==> config.mk <==
export PLATFORM = sky130hd
export DESIGN_NAME = ris_cell
export DESIGN_NICKNAME = d
export VERILOG_FILES = /design/src/design/assert_macros.svh /design/src/design/ris_pkg.sv /design/src/design/ris_cell.sv
export SDC_FILE = /design/constraint.sdc
export NUM_CORES = 1
export LEC_CHECK = 0
export ABC_AREA = 1
export BUFFER_PORTS_ARGS = -buffer_cell sky130_fd_sc_hd__buf_2
export CORE_AREA = 2 2 154 156
export CTS_CLUSTER_SIZE = 8
export DETAILED_ROUTE_END_ITERATION = 12
export DIE_AREA = 0 0 156 158
export GPL_TIMING_DRIVEN = 0
export SLEW_MARGIN = 15
export SYNTH_ARGS = -nofsm -noshare
export SYNTH_HDL_FRONTEND = slang
export SYNTH_SLANG_ARGS = --single-unit
==> constraint.sdc <==
create_clock -name clk -period 3.2 [get_ports clk]
set_input_delay 0.16 -clock clk [delete_from_list [all_inputs] [get_ports clk]]
set_output_delay 0.16 -clock clk [all_outputs]
set_load 0.02 [all_outputs]
==> src/design/assert_macros.svh <==
// Assertion macros used by the sorter controller; empty when synthesizing.
`ifndef ASSERT_MACROS_SVH
`define ASSERT_MACROS_SVH
`ifndef SYNTHESIS
// Expression holds at every clock edge outside reset.
`define CHK_ALWAYS(lbl, clk, rst, expr) \
  lbl: assert property (@(posedge clk) disable iff (rst) (expr)) \
    else $error("%m: check failed");
// Consequent holds in the cycle after the antecedent.
`define CHK_NEXT(lbl, clk, rst, ante, cons) \
  lbl: assert property (@(posedge clk) disable iff (rst) (ante) |=> (cons)) \
    else $error("%m: check failed");
`else
`define CHK_ALWAYS(lbl, clk, rst, expr)
`define CHK_NEXT(lbl, clk, rst, ante, cons)
`endif
`endif

==> src/design/ris_pkg.sv <==
// Types and constants of the record insertion sorter.
package ris_pkg;

  localparam int CAPACITY = 64;
  localparam int KEY_W    = 64;
  localparam int TAG_W    = 16;
  localparam int CNT_W    = $clog2(CAPACITY + 1);

  // One input transaction.
  typedef struct packed {
    logic [KEY_W-1:0] sort_key;
    logic [TAG_W-1:0] record_tag;
    logic             last_record;
  } in_rec_t;

  // One output transaction.
  typedef struct packed {
    logic [KEY_W-1:0] out_key;
    logic [TAG_W-1:0] out_tag;
    logic             out_last;
    logic             overflowed;
  } out_rec_t;

  // Record held in one cell of the chain.
  typedef struct packed {
    logic [KEY_W-1:0] key;
    logic [TAG_W-1:0] tag;
  } rec_t;

  // Commands from the controller to every cell.
  typedef struct packed {
    logic capture;  // compare stored key against the arriving key
    logic insert;   // open a slot and write the new record
    logic drain;    // shift every record one cell toward the head
  } cell_ctl_t;

  typedef enum logic [1:0] {
    ST_IDLE,
    ST_INSERT,
    ST_DRAIN
  } state_t;

endpackage

==> src/design/ris_cell.sv <==
// One cell of the sort chain: a stored record, its compare flag and its shift mux.
module ris_cell (
  input  logic                    clk,
  input  ris_pkg::cell_ctl_t      ctl,
  input  logic                    descending,
  input  logic [ris_pkg::KEY_W-1:0] cmp_key,
  input  logic                    occupied,
  input  ris_pkg::rec_t           new_rec,
  input  ris_pkg::rec_t           prev_rec,
  input  ris_pkg::rec_t           next_rec,
  input  logic                    run_here,
  input  logic                    run_prev,
  output ris_pkg::rec_t           rec,
  output logic                    behind
);
  import ris_pkg::*;

  logic key_behind;

  // The stored record must move back when the arriving key ranks strictly ahead.
  assign key_behind = descending ? (rec.key < cmp_key) : (rec.key > cmp_key);

  // An empty cell always counts as behind, so the run reaches the end of the chain.
  always_ff @(posedge clk) begin
    if (ctl.capture) begin
      behind <= !occupied || key_behind;
    end
  end

  // Inside the run every record steps back one cell; the first cell of the run
  // takes the new record. Draining moves records toward the head.
  always_ff @(posedge clk) begin
    if (ctl.insert) begin
      if (run_prev) begin
        rec <= prev_rec;
      end else if (run_here) begin
        rec <= new_rec;
      end
    end else if (ctl.drain) begin
      rec <= next_rec;
    end
  end

endmodule

==> metrics.md, run 1 <==
| Metric | Value |
|---|---|
| Grt ovf | `0` |
| ANT nets after route | `0` |
| Seq. cell area | `0.00243 mm²` |
| Initial Utilization | `24.9%` |
| Post-Syn Instances | `721` |
| # DRC | `0` |
| Max_cap viols | `0` |
| Worst-path clk slew | `around 70 ps` |
| Clk_skew | `7.68 ps` |
| Final Critical Period | `2050 ps` |
| Setup CP Type | `reg2reg` |
| Synth cell types | `26` |
| Syn Area/Cell | `7.97 µm²` |
| Register area share after synthesis | `42.3%` |
| Adder-cell share of the synthesized area | `roughly 14%` |
| Htree depth | `3` |
| Hold WS | `approximately 100 ps` |
| CTS Buf Count | `9` |
| Fin crit share | `64.1%` |
| P per Cell Area | `447 mW/mm²` |
| Io pins | `393` |
| Clock Path Buffers | `2` |
| Actual slew at the worst max-slew pin | `650 ps` |
| Unrepaired setup endpoints after global routing | `no` |
| Clock sink count | `81` |
| Post-CTS Repair Setup Buffers | `0` |
| Die height | `approximately 160 µm` |
| Drt wl/cell | `~16 µm` |
| Arr. time, crit path | `about 2100 ps` |
| First-pass GRT wire length | `around 32000 µm` |
| Vias/cell | `4.53` |
| Largest net degree at the start of global routing | `47` |
| Yosys reg bits | `81` |
| Multi-input gate area | `~0.0029 mm²` |
| XOR/XNOR Fraction of Synth Area | `0%` |
| Setup crit end kind | `register` |
| Worst setup path startpoint | `rec[39]` |
| Final #Nets | `1500` |
| Simple-Gate Fraction of Synth Area | `23.3%` |
| Worst r2r src | `rec[39]` |
| Row count | `56` |
| Combinational family with the most area after synthesis | `simple AND/OR/NAND/NOR gates` |
| TritonRoute pass-1 iters | `5` |
| Post-DP HPWL | `approximately 19000 µm` |
| Buffers on Ports | `between 300 and 400` |
| Hold Startpoint | `occupied` |
| Core area | `0.0231 mm²` |
| Maximum VDD drop | `~0.00024 V` |
| R2r setup slk | `1150 ps` |
| Post-Syn Area | `between 0.005 and 0.006 mm²` |
| Static Leak | `4.41 nW` |
| Compound-Gate Fraction of Synth Area | `12.7%` |
| Syn. warnings | `0` |
| Clock Latency Late Sink | `~340 ps` |
| Die W | `roughly 160 µm` |
| Worst endpoint required time | `3290 ps` |
| Max-slew violations | `0` |
| Worst hold path type | `in2reg` |
| DRT iter0 DRCs | `462` |
| CP max FO | `2` |
| # diodes | `0` |
| Setup Viol. Count Final | `0` |
| Share of cells above drive strength 1 | `between 30% and 40%` |
| Synth-to-layout area growth | `46.9%` |
| FMAX | `between 400 and 500 MHz` |
| CP startpoint kind | `register` |
| Routed via count | `6430` |
| Setup_tns | `0 ps` |
| Clock root cell | `clkbuf_16` |
| Outcome | `finished clean` |
| CTS tree | `built` |
| Die area | `0.0246 mm²` |
| Fillers | `approximately 2400` |
| Vias in the first global route | `a little under 6000` |
| Total wire length | `22400 µm` |
| Resized cells post-CTS | `0` |
| Mux cell area share after synthesis | `0%` |
| Initial antenna violation count | `1` |
| GRT Util Overall | `17.1%` |
| Post-synth net total | `1097` |
| Normalized max-slew margin | `a little under three fifths` |
| Final Hold Fails | `0` |
| GPL Wtd Cong | `0.907` |
[cell usage after synthesis, drive strengths merged]
library cell  count  area share (%)
nand2           227              15
ha               64              14
buf              14             1.2
o22ai             1            0.11
edfxtp           81              42
nand4             5            0.76
a21oi            31             2.7
nand3             5            0.61
and2              1            0.11
inv              80             5.2
o21ai             7            0.61
nor3              1            0.17
a21o              1            0.13
clkbuf           21             1.4
nor4              1            0.11
o21a              3            0.39
nor2             98             6.6
a31oi            80             8.7
[critical path: stages (launching register included)]
cell,delay [ps]
edfxtp_1,410
ha_1,310
nand2_1,70
nor2_1,140
nand4_1,230
nor4_1,360
a21oi_1,110
nand2_1,90
nand3_2,70
[final cells by class]
type                    count  area share, %
repair buffers            392           23.6
plain buffers              35           1.75
inverters                  80           3.59
clock buffers               9           2.67
multi-input cells         525           33.9
well taps                 290           4.30
flip-flops and latches     81           28.8
clock inverters             6           1.36
[layout by cell type, fill, tap and decap left out, drive strengths merged, types with 5 or more instances in the layout]
cell and count:
a21oi 31, edfxtp 81, o21ai 7, nand4 5, inv 82, nor2 98
a31oi 80, ha 64, nand2 227, clkbuf 30, buf 405, nand3 5
[path summary, 6_finish.rpt]
kind / end / cells past startpoint
setup / recovery: behind / 8
hold / removal: behind / 2
setup reg to reg: behind / 8
hold reg to reg: behind / 9
[state kept, by name (all words and copies together) (netlist names)]
name / count
rec: 80
behind: 1
[metal layers]
metal  vias up  share of wire, %  GRT usage, %
met5         -             0.058             0
met4         2               2.4          5.85
met3        39               6.4          3.83
met2       274                49          30.1
met1      2879                42          20.7
li1       3236                 -             -
[per-stage QoR]
step                cell area (µm²)  instances  worst slack [ps]  utilization [%]  total power (W)
detailed placement             8090       1402               965             35.1          0.00258
floorplan                      5740        721               487                -          0.00206
finish                         8440       1418              1150             36.6          0.00377
global route                   8440       1418               929             36.6          0.00399
global placement               8060       1401              -699             35.0          0.00256
CTS                            8440       1418              1070             36.6          0.00383
[what timing repair did]
action / in CTS / in global routing
endpoints found under the setup margin: 0 / 0
hold buffers: 1 / 0
endpoints found under the hold margin: 1 / 0
[cell families (layout without fill, tap and decap cells)]
logic type,after synthesis,after routing
and+or+nand+nor,338,338
AOI/OAI and AO/OA,123,123
buffers and inverters,115,522
DFF,81,81
adders and majority gates,64,64
[where the power goes]
| part | leakage (nW) | total, W | switching [W] | internal, W |
|---|---|---|---|---|
| combinational | 3.44 | 0.00112 | 0.000670 | 0.000446 |
| clock | 0.163 | 0.00123 | 0.000465 | 0.000765 |
| sequential | 0.809 | 0.00143 | 0.0000842 | 0.00134 |
| total | 4.41 | 0.00377 | 0.00122 | 0.00255 |
(Power assumes the default switching activity.)
==> run 2, diff against run 1 <==
Settings changed: ABC_AREA 1 to 0, CORE_AREA 2 2 154 156 to 2 2 151 153, DIE_AREA 0 0 156 158 to 0 0 153 155.
Clock period 3.2 ns to 2.02 ns, I/O delays scaled along.
==> metrics.md, run 2 <==
| Metric | Value |
|---|---|
| Grt ovf | `0 (unchanged)` |
| CP startpoint kind | `register (unchanged)` |
| Largest regs | `rec x80, behind x1 (unchanged)` |
| Arr. time, crit path | `2440 ps (was 2140 ps)` |
| Largest net degree at the start of global routing | `26 (was 47)` |
| ANT nets after route | `0 (unchanged)` |
| Core area | `0.0222 mm² (was 0.0231 mm²)` |
| Commonest non-fill, non-tap cell in the layout | `buf_2 (unchanged)` |
| Clock root cell | `clkbuf_16 (unchanged)` |
| Outcome | `finished, violations left (was finished clean)` |
| Row count | `55 (was 56)` |
| Actual slew at the worst max-slew pin | `924 ps (was 650 ps)` |
| Post-Syn Area | `0.00569 mm² (was 0.00574 mm²)` |
| Syn. warnings | `0 (unchanged)` |
| Normalized max-slew margin | `38.4% (was 56.7%)` |
| First-pass GRT wire length | `32400 µm (was 31800 µm)` |
| Post-Syn Instances | `582 (was 721)` |
| Routed via count | `5824 (was 6430)` |
| Clock sink count | `81 (unchanged)` |
| Vias/cell | `4.55 (was 4.53)` |
| Buffers on Ports | `390 (unchanged)` |
| Io pins | `393 (unchanged)` |
| DP Area | `0.00820 mm² (was 0.00809 mm²)` |
| GRT Util Overall | `18.1% (was 17.1%)` |
| Initial Utilization | `25.6% (was 24.9%)` |
| Drt wl/cell | `17.2 µm (was 15.8 µm)` |
| Core Util, Final | `38.8% (was 36.6%)` |
| Worst hold path type | `in2reg (unchanged)` |
| Vias in the first global route | `5924 (was 5948)` |
| Share of cells above drive strength 1 | `44.9% (was 38.3%)` |
| P per Cell Area | `659 mW/mm² (was 447 mW/mm²)` |
| Total wire length | `22100 µm (was 22400 µm)` |
| Clock Latency Late Sink | `340 ps (about the same)` |
| Final Hold Fails | `0 (unchanged)` |
| Fraction of registers with async set/reset | `0% (unchanged)` |
| Post-route cell area | `0.00862 mm² (was 0.00844 mm²)` |
| Top cells by area, synth | `edfxtp_1, ha_1, mux2i_1 (was edfxtp_1, nand2_1, ha_1)` |
| Htree depth | `3 (unchanged)` |
| Commonest cells after routing, fill and taps aside | `buf_2, a21oi_1, nor2_1 (was buf_2, nand2_1, nor2_1)` |
| Hold WS | `36.6 ps (was 97.5 ps)` |
| Unrepaired setup endpoints after global routing | `yes (was no)` |
| Static Leak | `4.44 nW (was 4.41 nW)` |
| Post-synth top cells | `a21oi_1, nor2_1, edfxtp_1 (was nand2_1, nor2_1, edfxtp_1)` |
| Max_cap viols | `0 (unchanged)` |
| Syn Area/Cell | `9.77 µm² (was 7.97 µm²)` |
| Area leader, netlist | `edfxtp_1 (unchanged)` |
| Die height | `155 µm (was 158 µm)` |
| Worst-path clk slew | `70 ps (about the same)` |
| Main synth FF type | `edfxtp_1 (unchanged)` |
| Setup_tns | `-327 ps (was 0 ps)` |
| Synth cell types | `31 (was 26)` |
| GPL Wtd Cong | `0.772 (was 0.907)` |
| Clock Path Buffers | `2 (unchanged)` |
| TritonRoute pass-1 iters | `7 (was 5)` |
| Post-synth top area share | `42.8% (was 42.3%)` |
| Register area share after synthesis | `42.8% (was 42.3%)` |
| Maximum VDD drop | `0.000327 V (was 0.000239 V)` |
| Post-DP HPWL | `18500 µm (was 18700 µm)` |
| CTS Buf Count | `9 (unchanged)` |
| Die W | `153 µm (was 156 µm)` |
| Clk_skew | `11.3 ps (was 7.68 ps)` |
| CTS tree | `built (unchanged)` |
| DRT iter0 DRCs | `268 (was 462)` |
| Setup CP Type | `reg2reg (unchanged)` |
| Post-synth net total | `958 (was 1097)` |
| # DRC | `0 (unchanged)` |
| CP max FO | `3 (was 2)` |
| Final setup margin | `-327 ps (was 1150 ps)` |
| Final #Nets | `1367 (was 1500)` |
| Final Critical Period | `2350 ps (was 2050 ps)` |
| Largest register by flop count | `rec (unchanged)` |
| Max-slew violations | `0 (unchanged)` |
| Yosys reg bits | `81 (unchanged)` |
| # diodes | `0 (unchanged)` |
| Fin crit share | `116% (was 64.1%)` |
| Worst endpoint required time | `2110 ps (was 3290 ps)` |
| Failing checks | `negative setup slack` |
| Layout Cells excl Fill | `1281 (was 1418)` |
| Setup Viol. Count Final | `1 (was 0)` |
| Die area | `0.0237 mm² (was 0.0246 mm²)` |
| Synth-to-layout area growth | `51.5% (was 46.9%)` |
| Max reg flops | `80 (unchanged)` |
| Initial antenna violation count | `0 (was 1)` |
| Most frequent cell after synthesis | `a21oi_1 (was nand2_1)` |
| Setup crit end kind | `register (unchanged)` |
| Post-synth EDFFs | `81 (unchanged)` |
| FMAX | `426 MHz (was 487 MHz)` |
| # placed instances | `1260 (was 1402)` |
run 2: layout make-up:
type	instances	area, µm²
plain buffers	27	164
clock inverters	7	46.3
repair buffers	398	2070
clock buffers	9	225
flip-flops and latches	81	2430
well taps	285	357
fillers	2279	13600
multi-input cells	407	3070
inverters	67	251
run 2: kinds of logic after synthesis:
| kind of cell | count (synthesis) | share of synthesized area, % |
|---|---|---|
| AND/OR/NAND/NOR | 130 | 9.90 |
| buffers and inverters | 94 | 6.38 |
| adder cells (fa/ha/maj) | 64 | 14.1 |
| AO/OA/AOI/OAI | 133 | 12.8 |
| flip-flops | 81 | 42.8 |
| multiplexers | 80 | 14.1 |
run 2: path summary, 6_finish.rpt:
check	start	to	slack, ps	depth (start not counted)
worst min register to register	rec[79]	behind	1060	5
worst min-delay path	occupied	behind	40	2
worst max register to register	rec[27]	behind	-330	7
worst max-delay path	rec[27]	behind	-330	7
run 2: through the flow:
stage | total power, W | setup slack, ps
after floorplan | 0.00328 | -286
after global placement | 0.00408 | -1360
after detailed placement | 0.00413 | -630
after CTS | 0.00577 | -346
after global routing | 0.00602 | -436
final | 0.00568 | -327
run 2: repair_timing:
item,CTS,global route
pin swaps,6,1
buffers inserted,4,0
hold buffers,1,0
endpoints found under the setup margin,1,1
endpoints found under the hold margin,1,0
cloned,0,0
gates resized for setup,14,2
run 2: worst max-delay path, cell delays in order (launching register included):
cell	delay, ps
edfxtp_1	440
ha_4	300
nand4_1	120
or4_1	540
nor3_1	330
a21o_2	190
a31o_1	100
nand3_2	70
run 2: layer usage:
metal	GRT usage, %	vias to the layer above	wire, µm
met5	0	-	0
li1	-	2911	-
met2	33.4	283	11200
met4	6.79	0	599
met1	20.3	2602	8660
met3	4.21	28	1610
run 2: power by group:
| part | internal (W) | switching (W) |
|---|---|---|
| sequential | 0.00212 | 0.000135 |
| combinational | 0.000800 | 0.00106 |
| clock | 0.000832 | 0.000728 |
