`src/design/assert_macros.svh`:
```
// Assertion macros used by the sorter controller; empty when synthesizing.
`ifndef ASSERT_MACROS_SVH
`define ASSERT_MACROS_SVH
`ifndef SYNTHESIS
// Expression holds at every clock edge outside reset.
`define CHK_ALWAYS(lbl, clk, rst, expr) \
  lbl: assert property (@(posedge clk) disable iff (rst) (expr)) \
    else $error("%m: check failed");
// Consequent holds in the cycle after the antecedent.
`define CHK_NEXT(lbl, clk, rst, ante, cons) \
  lbl: assert property (@(posedge clk) disable iff (rst) (ante) |=> (cons)) \
    else $error("%m: check failed");
`else
`define CHK_ALWAYS(lbl, clk, rst, expr)
`define CHK_NEXT(lbl, clk, rst, ante, cons)
`endif
`endif

```
`src/design/ris_pkg.sv`:
```
// Types and constants of the record insertion sorter.
package ris_pkg;

  localparam int CAPACITY = 64;
  localparam int KEY_W    = 64;
  localparam int TAG_W    = 16;
  localparam int CNT_W    = $clog2(CAPACITY + 1);

  // One input transaction.
  typedef struct packed {
    logic [KEY_W-1:0] sort_key;
    logic [TAG_W-1:0] record_tag;
    logic             last_record;
  } in_rec_t;

  // One output transaction.
  typedef struct packed {
    logic [KEY_W-1:0] out_key;
    logic [TAG_W-1:0] out_tag;
    logic             out_last;
    logic             overflowed;
  } out_rec_t;

  // Record held in one cell of the chain.
  typedef struct packed {
    logic [KEY_W-1:0] key;
    logic [TAG_W-1:0] tag;
  } rec_t;

  // Commands from the controller to every cell.
  typedef struct packed {
    logic capture;  // compare stored key against the arriving key
    logic insert;   // open a slot and write the new record
    logic drain;    // shift every record one cell toward the head
  } cell_ctl_t;

  typedef enum logic [1:0] {
    ST_IDLE,
    ST_INSERT,
    ST_DRAIN
  } state_t;

endpackage

```
`src/design/ris_ctrl.sv`:
```
// Sequencer of the sorter: input capture, sort order, fill count, overflow flag and output register.
`include "assert_macros.svh"
module ris_ctrl (
  input  logic                      clk,
  input  logic                      rst,
  input  logic                      in_valid,
  output logic                      in_ready,
  input  ris_pkg::in_rec_t          in_data,
  output logic                      out_valid,
  input  logic                      out_ready,
  output ris_pkg::out_rec_t         out_data,
  input  logic                      cfg_we,
  input  logic                      cfg_wdata,
  input  ris_pkg::rec_t             head_rec,
  output ris_pkg::cell_ctl_t        ctl,
  output logic                      descending,
  output ris_pkg::rec_t             new_rec,
  output logic [ris_pkg::CNT_W-1:0] fill
);
  import ris_pkg::*;

  state_t state;
  state_t state_next;
  logic   drop_flag;
  logic   last_pending;
  logic   load;
  logic   full;
  logic   final_load;

  assign full       = (fill == CNT_W'(CAPACITY));
  assign final_load = load && (fill == CNT_W'(1));

  // Next state and cell commands.
  always_comb begin
    state_next = state;
    ctl        = '0;
    in_ready   = 1'b0;
    load       = 1'b0;
    case (state)
      ST_IDLE: begin
        in_ready = 1'b1;
        if (in_valid) begin
          ctl.capture = 1'b1;
          state_next  = ST_INSERT;
        end
      end
      ST_INSERT: begin
        ctl.insert = !full;
        state_next = last_pending ? ST_DRAIN : ST_IDLE;
      end
      ST_DRAIN: begin
        load      = !out_valid || out_ready;
        ctl.drain = load;
        if (final_load) begin
          state_next = ST_IDLE;
        end
      end
      default: begin
        state_next = ST_IDLE;
      end
    endcase
  end

  always_ff @(posedge clk) begin
    if (rst) begin
      state <= ST_IDLE;
    end else begin
      state <= state_next;
    end
  end

  // Sort order register.
  always_ff @(posedge clk) begin
    if (rst) begin
      descending <= 1'b1;
    end else if (cfg_we) begin
      descending <= cfg_wdata;
    end
  end

  // Arriving record, held for the insert cycle.
  always_ff @(posedge clk) begin
    if (ctl.capture) begin
      new_rec.key  <= in_data.sort_key;
      new_rec.tag  <= in_data.record_tag;
      last_pending <= in_data.last_record;
    end
  end

  // Fill count and overflow flag.
  always_ff @(posedge clk) begin
    if (rst) begin
      fill      <= '0;
      drop_flag <= 1'b0;
    end else if (ctl.insert) begin
      fill <= fill + CNT_W'(1);
    end else if (state == ST_INSERT && full) begin
      drop_flag <= 1'b1;
    end else if (load) begin
      fill <= fill - CNT_W'(1);
      if (final_load) begin
        drop_flag <= 1'b0;
      end
    end
  end

  // Output register: the head cell is copied here as the chain shifts.
  always_ff @(posedge clk) begin
    if (rst) begin
      out_valid <= 1'b0;
    end else if (load) begin
      out_valid <= 1'b1;
    end else if (out_ready) begin
      out_valid <= 1'b0;
    end
  end

  always_ff @(posedge clk) begin
    if (load) begin
      out_data.out_key    <= head_rec.key;
      out_data.out_tag    <= head_rec.tag;
      out_data.out_last   <= final_load;
      out_data.overflowed <= drop_flag;
    end
  end

  `CHK_ALWAYS(fill_in_range, clk, rst, fill <= CNT_W'(CAPACITY))
  `CHK_ALWAYS(drain_not_empty, clk, rst, (state != ST_DRAIN) || (fill != '0))
  `CHK_NEXT(accept_goes_insert, clk, rst, in_valid && in_ready, state == ST_INSERT)
  `CHK_NEXT(full_sets_drop, clk, rst, (state == ST_INSERT) && full, drop_flag)

endmodule

```
`config.mk`:
```
export PLATFORM = sky130hd
export DESIGN_NAME = ris_ctrl
export DESIGN_NICKNAME = d
export VERILOG_FILES = /design/src/design/ris_pkg.sv /design/src/design/ris_ctrl.sv
export VERILOG_INCLUDE_DIRS = /design/src /design/src/design
export SDC_FILE = /design/constraint.sdc
export NUM_CORES = 1
export LEC_CHECK = 0
export BUFFER_PORTS_ARGS = -buffer_cell sky130_fd_sc_hd__buf_2
export CAP_MARGIN = 20
export CORE_AREA = 2 2 135 137
export CTS_BUF_LIST = sky130_fd_sc_hd__clkbuf_4
export CTS_CLUSTER_DIAMETER = 200
export DETAILED_ROUTE_END_ITERATION = 10
export DIE_AREA = 0 0 137 139
export PLACE_DENSITY = 0.61
export SETUP_SLACK_MARGIN = 0.4
export SYNTH_ARGS = -nofsm -noshare
export SYNTH_HDL_FRONTEND = slang
export SYNTH_SLANG_ARGS = --single-unit
```
`constraint.sdc`:
```
create_clock -name clk -period 4.9 [get_ports clk]
set_input_delay 1.225 -clock clk [delete_from_list [all_inputs] [get_ports clk]]
set_output_delay 1.225 -clock clk [all_outputs]
set_load 0.005 [all_outputs]
```
==> results of run 1 <==
[state kept, by name, indices dropped and copies added, names as in the netlist]
name	count
descending	1
drop_flag	1
fill	7
last_pending	1
new_rec	80
out_data	82
out_valid	1
state	2
[routing by layer]
metal  share of wire  wire length [µm]  global-route usage  vias up
met4           0.023               331             0.06728        4
met2            0.52              7604              0.2535      167
met5          0.0021                30                   0        -
li1                -                 -                   -     1664
met1            0.37              5391              0.1563     1743
met3           0.079              1139             0.05738       25
[stage by stage]
| step | instance area [µm²] | hold slack (ns) | std cells | util |
|---|---|---|---|---|
| 6_report | 7893 | 0.4890 | 844 | 0.4470 |
| 5_1_grt | 7893 | 0.5052 | 844 | 0.4470 |
| 4_1_cts | 7888 | 0.4805 | 842 | 0.4467 |
| 3_5_place_dp | 7615 | 0.4409 | 810 | 0.4313 |
| 3_3_place_gp | 7615 | 0.4313 | 810 | 0.4313 |
| 2_1_floorplan | 5629 | 0.4091 | 242 | - |
[worst paths after layout]
check | start | to | slack (ns) | cells after the start
min reg2reg | drop_flag | out_data[0] | 0.49 | 0
min | drop_flag | out_data[0] | 0.49 | 0
max | out_ready | ctl[0] | 1.81 | 4
max reg2reg | state[1] | out_data[77] | 2.81 | 3
[final cells by class]
class,instances,area (µm²)
well taps,229,286.5
fillers,1631,9764
multi-input cells,59,456.7
repair buffers,343,1722
flip-flops and latches,175,5135
diodes,2,5.005
clock buffers,19,142.6
clock inverters,13,130.1
inverters,4,15.01
[report_power, final]
group	leakage [nW]	internal, mW	total (mW)	switching [mW]
logic	1.55	0.107	0.219	0.112
registers	1.62	1.72	1.74	0.0251
clock network	0.136	0.273	0.784	0.511
total	3.30	2.10	2.75	0.648
[worst max-delay path: cells and delay by family]
family                 cells  cell delay, ns
AND/OR/NAND/NOR            2            0.41
buffers and inverters      2            0.22
[logic make-up (layout without fill, tap and decap cells)]
group,after synthesis,count (layout),share of synthesized area
muxes,6,6,0.01178
buffers and inverters,8,379,0.007555
other,0,2,0
AOI/OAI and AO/OA,13,13,0.01934
and+or+nand+nor,36,36,0.04023
adders and majority gates,4,4,0.008891
DFF,175,175,0.9122
[layout by cell type, fill, tap and decap left out, types with 3 or more instances in the layout]
master      Yosys  layout
buf_2           1     341
clkbuf_4        0      19
clkinvlp_4      0       5
dfxtp_1        12      12
edfxtp_1      163     163
ha_1            4       4
inv_1           4       4
mux2_1          3       3
nand3_1         3       3
nor2_1         10      10
nor2b_1         9       9
==> impl_results.md, run 1 <==
- Critical Path Slowest Stage Cell: and2_4
- Power per cell area: 348.0 nW/µm²
- Initial antenna violation count: 4
- LEAKAGE: 3.297 nW
- Core ar.: 17,660 µm²
- CP Max Fanout: 9
- H-tree depth: 4
- Setup TNS: 0 ns
- Number of cell rows: 49
- Startpoint types: input port
- Post-CTS Resized: 0
- Clock Skew: 0.01800 ns
- Status: completed
- Nets@finish: 771
- First-pass GRT wire length: 20,380 µm
- Reg clk slew, reported paths: 0.15 ns
- Post-CTS setup buffer count: 0
- DPL Wire Length: 11,040 µm
- Residual DRC: 0
- Ports: 342
- Final GP Congestion: 0.8115
- Port bufs: 341
- Post-synth net total: 413
- Most used cell along the critical path: buf_2
- Setup violations, final: 0
- Fin crit share: 0.6302
- Largest net degree at the start of global routing: 83
- Max-slew violations: 0
- Dpl ws: 1.797 ns
- # hold bufs at CTS: 0
- Final hold violation count: 0
- Min-Delay Path Class: register to register
- Async SR Flop Fraction: 0
- Top-count cell post-synth: edfxtp_1
- Longest Clk Path Bufs: 2
- Share of the yosys chip area belonging to registers: 0.9122
- RSZ-0062 raised after global routing: false
- Post-synth top area share: 0.8695
- Syn avg cell area: 23.26 µm²
- Final WL: 14,500 µm
- First DRT Iteration DRCs: 172
- Final min period: 3.088 ns
- Die span in x: 137 µm
- Vias: 3,603
- Inserted Clock Buffers: 17
- Max-capacitance violation count: 0
- Critical path cell sequence: buf_2, nand2b_1, and2_4, buf_2
- Die H: 139 µm
- Vias in the first global route: 3,682
- Prevailing post-synth register cell: edfxtp_1
- Area contributors post-synth: edfxtp_1, dfxtp_1, nor2b_1, ha_1, nor2_1
- CTS tree: done
- Type of destination of the critical path: output pin
- Worst slew pin tran: 1.037 ns
- Final Power: 2.746 mW
- Highest achievable clock rate: 0.3238 GHz
- WL per Instance: 17.18 µm
- Area of the die: 19,040 µm²
- Slew headroom: 0.3086
- DR vias/cell: 4.269
- Gr usage total: 0.1468
- Gate Count Post-Synth: 242
- Worst Path Required: 3.67 ns
- Post-synth top cells: edfxtp_1, dfxtp_1, nor2_1
- Number of enable flip-flop cells after synthesis: 163
- CP Class: input port to output pin
- Peak supply drop: 0.1493 mV
- Area Overhead vs Synth: 40.21%
- Sink Count: 175
- Yosys warns: 0
- Share of cells above drive strength 1: 0.6264
- Worst path max stage delay: 0.22 ns
- FF+latch count, synth: 175
- Root Driver: clkbuf_4
- Initial Util: 0.3188
- PnR worst setup slack: 1.812 ns
- Grt total ovfl: 0
- Synthesized cell area: 5629 µm²
- Post-DRT Antenna Nets: 0
- Synth cell types: 34
- DR pass1 iterations: 4
- Synth area leader: edfxtp_1
- Insertion delay to the later sink of the worst-skew pair: 0.52 ns
- CP arrival: 1.86 ns
No activity file was read; power rests on OpenSTA's default activity.
==> run 2, diff against run 1 <==
--- a/config.mk
+++ b/config.mk
@@ -8,12 +8,12 @@
 export LEC_CHECK = 0
 export BUFFER_PORTS_ARGS = -buffer_cell sky130_fd_sc_hd__buf_2
 export CAP_MARGIN = 20
-export CORE_AREA = 2 2 135 137
+export CORE_AREA = 2 2 133 135
 export CTS_BUF_LIST = sky130_fd_sc_hd__clkbuf_4
 export CTS_CLUSTER_DIAMETER = 200
 export DETAILED_ROUTE_END_ITERATION = 10
-export DIE_AREA = 0 0 137 139
-export PLACE_DENSITY = 0.61
+export DIE_AREA = 0 0 135 137
+export PLACE_DENSITY = 0.66
 export SETUP_SLACK_MARGIN = 0.4
 export SYNTH_ARGS = -nofsm -noshare
 export SYNTH_HDL_FRONTEND = slang
==> constraint.sdc (replaced) <==
create_clock -name clk -period 2.69 [get_ports clk]
set_input_delay 0.6725 -clock clk [delete_from_list [all_inputs] [get_ports clk]]
set_output_delay 0.6725 -clock clk [all_outputs]
set_load 0.005 [all_outputs]
==> run 2 against run 1 <==
  * Clock skew grew 0.0039 ns
  * Utilization up 2.5 points
  * Flip-flop and latch count did not move
  * Hold slack worse by 0.21 ns
  * Design area rose by 2.0%
  * Power increased by 87%
  * Die area fell by 2.9%
  * Clock-buffer cell count is 2 lower
  * Clock power is 96% higher
  * Register-to-register slack got worse by 1.9 ns
  * Critical path type is now register to output pin
  * Critical endpoint is now ctl[1]
==> impl_results.md, run 2 (synthesis results as in run 1) <==
- Status: completed
- Worst slew pin tran: 0.4239 ns
- First-pass GRT wire length: 19,210 µm
- Reg-to-reg slack, setup: 0.96 ns
- Fin crit share: 0.8282
- Longest Clk Path Bufs: 2
- Max-slew violations: 0
- Setup violations, final: 0
- Grt total ovfl: 0
- Worst Path Required: 2.02 ns
- Critical Path Slowest Stage Cell: dfxtp_4
- CTS tree: done
- Initial antenna violation count: 1
- Power per cell area: 639.5 nW/µm²
- Insertion delay to the later sink of the worst-skew pair: 0.55 ns
- Sink Count: 175
- Hold slack: 0.2764 ns
- Initial Util: 0.3300
- Share of cells above drive strength 1: 0.6416
- Slew headroom: 0.7174
- DPL Wire Length: 11,000 µm
- Psw: 1.215 mW
- Setup TNS: 0 ns
- Max reg flops: 82
- Startpoint types: register
- Final min period: 2.228 ns
- Max-capacitance violation count: 0
- Worst path max stage delay: 0.39 ns
- Clock Skew: 0.02190 ns
- Vias: 3,692
- Final Power: 5.146 mW
- Residual DRC: 0
- Type of destination of the critical path: output pin
- Gr usage total: 0.1429
- Ports: 342
- Most common cell after layout, fill and taps aside: buf_2
- Area of the die: 18,500 µm²
- Final GP Congestion: 0.8955
- Core ar.: 17,060 µm²
- Reg2Reg Depth: 4
- CP arrival: 1.56 ns
- Vias in the first global route: 3,523
- RR Endpoint: out_data[25]
- Seq pwr share: 0.616
- RSZ-0062 raised after global routing: true
- Inserted Clock Buffers: 17
- Min-Delay Path Class: input port to register
- Switch share: 0.2362
- CP Max Fanout: 5
- Nets@finish: 783
- CP Class: register to output pin
- Most frequent cells in the layout: buf_2, edfxtp_1, clkbuf_4, buf_4, nor2_1
- Final Util: 0.4718
- DR pass1 iterations: 5
- Critical path endpoint: ctl[1]
- Critical Path Start: fill[5]
- Area Overhead vs Synth: 42.97%
- Final WL: 14,510 µm
- Die span in x: 135 µm
- Final hold violation count: 0
- H-tree depth: 4
- WL per Instance: 17.05 µm
- Logic pwr share: 0.085
- Internal: 3.931 mW
- Largest net degree at the start of global routing: 82
- Biggest regs: out_data (82), new_rec (80), fill (7)
- Largest reg by FF count: out_data
- Highest achievable clock rate: 0.4489 GHz
- Critical path cell sequence: nor4_4, a31oi_4, buf_2
- Port bufs: 341
- Number of cell rows: 48
- Die H: 137 µm
- First DRT Iteration DRCs: 218
- DR vias/cell: 4.338
- Post-DRT Antenna Nets: 0
- Root Driver: clkbuf_4
- Peak supply drop: 0.2589 mV
- Reg clk slew, reported paths: 0.16 ns
- LEAKAGE: 3.395 nW
- R2r startpoint: state[1]
- Power share of the clock group: 0.300
run 2: cell types whose count changed in the layout (fill, tap and decap cells not counted), moves of 2 or more:
| cell | before | now |
|---|---|---|
| buf_4 | 2 | 12 |
| dfxtp_1 | 12 | 7 |
| inv_8 | 2 | 4 |
| dfxtp_4 | 0 | 4 |
| clkbuf_4 | 19 | 17 |
| buf_12 | 0 | 2 |
| clkinvlp_4 | 5 | 1 |
run 2: worst min-delay path by stage:
stage	startpoint	end	slack, ns	cells past startpoint
finish	in_data[37]	new_rec[36]	0.28	1
global route	in_data[80]	new_rec[79]	0.20	1
CTS	in_data[70]	new_rec[69]	0.21	1
detailed placement	drop_flag	out_data[0]	0.43	0
global placement	drop_flag	out_data[0]	0.43	0
floorplan	drop_flag	out_data[0]	0.41	0
run 2: final cells by class:
type / count / area, µm²
clock inverters: 15 / 173.9
fillers: 1534 / 9009
inverters: 4 / 15.01
multi-input cells: 59 / 459.2
diodes: 1 / 2.502
flip-flops and latches: 175 / 5151
repair buffers: 355 / 1837
clock buffers: 17 / 127.6
well taps: 225 / 281.5
run 2: per-layer routing:
metal | track usage | routed length (µm) | vias up | share of wire
met3 | 0.04370 | 934 | 25 | 0.064
met1 | 0.1642 | 5527 | 1798 | 0.38
met2 | 0.2453 | 7653 | 176 | 0.53
met5 | 0 | 0 | - | 0
met4 | 0.06655 | 398 | 0 | 0.027
li1 | - | - | 1693 | -
run 2: power by group through the flow:
stage	Sequential [mW]	Combinational, mW	Clock, mW
5_1_grt	3.18	0.471	1.70
6_report	3.17	0.435	1.54
4_1_cts	3.17	0.422	1.61
3_3_place_gp	3.23	0.401	0
3_5_place_dp	3.23	0.411	0
2_1_floorplan	3.25	0.109	0
run 2: metrics by stage:
step	instance area, µm²	cells	setup slack, ns
2_1_floorplan	5642	242	0.4312
3_3_place_gp	7635	806	0.6477
3_5_place_dp	7635	806	0.6313
4_1_cts	7974	842	0.3320
5_1_grt	8048	851	0.3574
6_report	8048	851	0.4623
run 2: critical path: cells and delay by family, from the launching register on:
family	cells	cell delay (ns)
simple gates	1	0.35
buf+inv	1	0.15
flops	1	0.39
compound gates	1	0.13
run 2: repair_timing:
action	in CTS	in global routing
pin swaps	3	2
cloned	0	0
hold buffers	0	0
endpoints found under the setup margin	3	2
buffers inserted	4	8
resized for setup	4	6
